[src/hdl/bea_pkg.sv]
// ----------------------------------------------------------------------------
// bea_pkg
// Shared constants, codes and controller/datapath signal groups.
// ----------------------------------------------------------------------------
package bea_pkg;

  localparam int BLOCKS      = 8192;
  localparam int MAX_EXTENTS = 16;
  localparam int FILES       = 16;

  localparam int BLK_W   = $clog2(BLOCKS);        // block address width
  localparam int SIZE_W  = BLK_W + 1;             // holds BLOCKS itself
  localparam int FILE_W  = $clog2(FILES);
  localparam int EXT_W   = $clog2(MAX_EXTENTS);
  localparam int CNT_W   = EXT_W + 1;             // holds MAX_EXTENTS itself
  localparam int SLOT_W  = FILE_W + EXT_W;
  localparam int SLOTS   = FILES * MAX_EXTENTS;

  localparam logic [SIZE_W-1:0] BLOCKS_C = SIZE_W'(BLOCKS);
  localparam logic [CNT_W-1:0]  MAX_EXT_C = CNT_W'(MAX_EXTENTS);

  // Request kinds.
  localparam logic MODE_GROW = 1'b0;
  localparam logic MODE_MAP  = 1'b1;

  // Result codes.
  localparam logic [1:0] ST_OK      = 2'd0;
  localparam logic [1:0] ST_NOSPACE = 2'd1;
  localparam logic [1:0] ST_BEYOND  = 2'd2;

  // Commands from the controller to the datapath.
  typedef struct packed {
    logic start;   // capture the request and clear the walk
    logic read;    // read the extent at the walk index
    logic accum;   // fold the read extent into the walk
    logic finish;  // decide, update the tables and load the result
  } bea_cmd_t;

  // Status from the datapath to the controller.
  typedef struct packed {
    logic more;    // extents remain to be walked
  } bea_stat_t;

endpackage

[src/hdl/bea_ctrl.sv]
// ----------------------------------------------------------------------------
// bea_ctrl
// Request sequencer: walks a file's extents, then completes the request.
// ----------------------------------------------------------------------------
module bea_ctrl import bea_pkg::*; (
  input  logic      clk,
  input  logic      rst,
  input  logic      in_valid,
  output logic      in_ready,
  output logic      out_valid,
  input  logic      out_ready,
  output bea_cmd_t  cmd,
  input  bea_stat_t stat
);

  typedef enum logic [3:0] {
    S_IDLE = 4'b0001,
    S_WALK = 4'b0010,
    S_ACC  = 4'b0100,
    S_FIN  = 4'b1000
  } state_t;

  state_t state, state_next;
  logic   out_free;

  assign in_ready = (state == S_IDLE);
  assign out_free = !out_valid || out_ready;

  // Next state and commands.
  always_comb begin
    state_next = state;
    cmd        = '0;
    case (state)
      S_IDLE: begin
        if (in_valid) begin
          cmd.start  = 1'b1;
          state_next = S_WALK;
        end
      end
      S_WALK: begin
        if (stat.more) begin
          cmd.read   = 1'b1;
          state_next = S_ACC;
        end else begin
          state_next = S_FIN;
        end
      end
      S_ACC: begin
        cmd.accum  = 1'b1;
        state_next = S_WALK;
      end
      S_FIN: begin
        if (out_free) begin
          cmd.finish = 1'b1;
          state_next = S_IDLE;
        end
      end
      default: state_next = S_IDLE;
    endcase
  end

  // State and result valid flag.
  always_ff @(posedge clk) begin
    if (rst) begin
      state     <= S_IDLE;
      out_valid <= 1'b0;
    end else begin
      state <= state_next;
      if (cmd.finish) begin
        out_valid <= 1'b1;
      end else if (out_ready) begin
        out_valid <= 1'b0;
      end
    end
  end

endmodule

[config.mk]
export PLATFORM = sky130hd
export DESIGN_NAME = bea_ctrl
export DESIGN_NICKNAME = d
export VERILOG_FILES = /design/src/hdl/bea_pkg.sv /design/src/hdl/bea_ctrl.sv
export SDC_FILE = /design/constraint.sdc
export NUM_CORES = 1
export LEC_CHECK = 0
export ABC_AREA = 1
export BUFFER_PORTS_ARGS = -buffer_cell sky130_fd_sc_hd__buf_2
export CELL_PAD_IN_SITES_DETAIL_PLACEMENT = 1
export CELL_PAD_IN_SITES_GLOBAL_PLACEMENT = 2
export CORE_UTILIZATION = 23
export CTS_BUF_LIST = sky130_fd_sc_hd__clkbuf_4 sky130_fd_sc_hd__clkbuf_8
export DETAILED_ROUTE_END_ITERATION = 6
export PLACE_DENSITY_LB_ADDON = 0.1
export SLEW_MARGIN = 10
export SYNTH_ARGS = -nofsm -noshare
export SYNTH_HDL_FRONTEND = slang
export SYNTH_SLANG_ARGS = --single-unit
[constraint.sdc]
create_clock -name clk -period 1.3 [get_ports clk]
set_clock_uncertainty 0.1 [all_clocks]
set_input_delay 0.065 -clock clk [delete_from_list [all_inputs] [get_ports clk]]
set_output_delay 0.065 -clock clk [all_outputs]
set_load 0.01 [all_outputs]
==> reports/results.ini <==
[worst_setup_path]
setup.worst_path.start_class=register
endpoint_kind=output pin
critical_path.max_fanout=5
worst-endpoint-arrival_ns=1.08
crit_type=reg2out
worst-r2r-setup-slack_ns=0.19
critPathRequiredTime_ns=1.13

[grt]
grt_max_degree=6
vias_in_the_first_global_route=289
wire_length_of_the_first_global_routing_pass_um=1150
grt.total_usage=0.120
grt_overflow_total=0
number_of_antenna_violations_at_the_first_check_in_global_routing=0

[die]
rows=12
pin_count=11
die_area_um2=1450
core_um2=1160
die-height_um=38.1
floorplan.initialDensity=0.259
die_x_um=38.1

[sta]
fin_setup_tns_ns=0
fin_crit_ns=1.24
worst_hold_slack_ns=0.0123
report.final.hold_viol_count=0
grt_setup_unrepaired=false
setup_viol_count_final=0
fin_crit_sh=0.954
max-slew-margin-rel=0.862
fmaxAchievable_mhz=806
layout_setup_ws_ns=0.0594
drv_slew=0
worst_margin_slew_ns=0.205

[clock_tree]
cts_tree=done
cts-root-buf=sky130_fd_sc_hd__clkbuf_4
tritoncts.num_buffers=3
clk_pin_slew_ns=0.05
worstSkewPairLatency_ns=0.25
maximum_buffer_depth_of_the_clock_tree=2
tritoncts_num_sinks=5
cts.htree.levels=1

[drt]
routed_via_density=4.24
drt_pass1_iterations=3
post_drt_wl_per_cell_um=9.31
drc=0
drt_iter0_drc=1
final_antenna_net_count=0
totalWireLength_um=726
route.vias.total=331

[place]
hpwl_um=571
place_congestion=0.700
detailedPlace.worstSlack_ns=0.231
io_buffer_count=10

[finish]
n_antenna_cell=0
multi_input_comb_area_um2=168
seq_area_um2=105
layout_commonest_cell=sky130_fd_sc_hd__buf_2
finish.net_count=70
layout_common_cells=sky130_fd_sc_hd__buf_2 (10), sky130_fd_sc_hd__nand2_1 (9), sky130_fd_sc_hd__nor2_1 (6), sky130_fd_sc_hd__nor2_2 (6)
fillCellCount=151
area_growth_pct=46.0
post_route_cells_drive_above_1_share=0.531

[synth]
netlist-cell-type-count=12
postSynthCellCount=47
syn-mean-instance-area_um2=6.36
synth.cell_area_um2=299
yosys_warnings=0
yosysSeqAreaShare=0.335
mappedNetlistNets=52
synth-seq-cells=5

[power_and_ir_drop]
vdd.ir_drop.worst_mv=0.401
power_leakage_nw=0.228
total_power_mw=0.578
power_per_cell_area_nw_per_um2=1320

[hold_path]
hold_path.class=in2reg

[job]
drv_cap=0

[outcome]
run_status=complete, no violations

power by group:
group	total, mW	leakage, nW	switching (mW)	internal, mW
logic	0.171	0.168	0.100	0.0710
registers	0.196	0.0419	0.0231	0.173
clock network	0.210	0.0184	0.0726	0.137
total	0.578	0.228	0.196	0.382
kinds of logic after synthesis:
group           synth area share
buf+inv                    0.138
simple gates               0.510
compound gates            0.0167
flops                      0.335
worst max-delay path, stage by stage (launching register included):
cell,delay [ns]
sky130_fd_sc_hd__dfxtp_2,0.35
sky130_fd_sc_hd__nor2_2,0.16
sky130_fd_sc_hd__nand2_1,0.09
sky130_fd_sc_hd__nor2_2,0.10
sky130_fd_sc_hd__buf_2,0.14
metrics by stage:
stage	cell area, um2	instances	util
5_1_grt	437	78	0.378
3_5_place_dp	359	70	0.311
4_1_cts	419	77	0.363
2_1_floorplan	299	47	-
3_3_place_gp	359	70	0.311
6_report	437	78	0.378
routing by layer:
layer	track usage	wire length, um	vias up
met5	0	0	-
met4	0.107	19	0
met3	0.0174	27	2
met2	0.174	337	9
met1	0.151	341	144
li1	-	-	176
what timing repair did:
action                                  4_1_cts  5_1_grt
endpoints found under the setup margin        1        3
pin swaps                                     1        1
hold buffers                                  1        0
gates resized for setup                       1        6
hold endpoints to repair                      4        0
buffers inserted                              2        1
worst paths after layout:
path	start	to	cells past startpoint
worst min register to register	state[1]	state[2]	2
worst max register to register	state[1]	state[0]	5
worst max-delay path	state[1]	cmd[0]	4
worst min-delay path	stat	state[2]	3
state kept, by name, indices dropped and copies added, names as in the netlist:
register / count
out_valid: 1
state: 4
layout make-up:
class | instances | area share
multi-input combinational | 32 | 0.384
sequential | 5 | 0.241
timing repair buffer | 14 | 0.189
inverter | 9 | 0.0774
clock buffer | 4 | 0.0688
tap | 14 | 0.0401
cell usage after synthesis:
cell type / n / area share
sky130_fd_sc_hd__buf_4: 1 / 0.025
sky130_fd_sc_hd__nand4_1: 1 / 0.021
sky130_fd_sc_hd__a21oi_1: 1 / 0.017
sky130_fd_sc_hd__nand2_1: 9 / 0.11
sky130_fd_sc_hd__nor2_4: 1 / 0.038
sky130_fd_sc_hd__nand3_1: 6 / 0.10
sky130_fd_sc_hd__nor3_1: 1 / 0.017
sky130_fd_sc_hd__inv_2: 3 / 0.038
sky130_fd_sc_hd__nor2_2: 7 / 0.15
sky130_fd_sc_hd__nor2_1: 6 / 0.075
sky130_fd_sc_hd__inv_1: 6 / 0.075
sky130_fd_sc_hd__dfxtp_1: 5 / 0.33
Power figures use the tool's default switching activity.
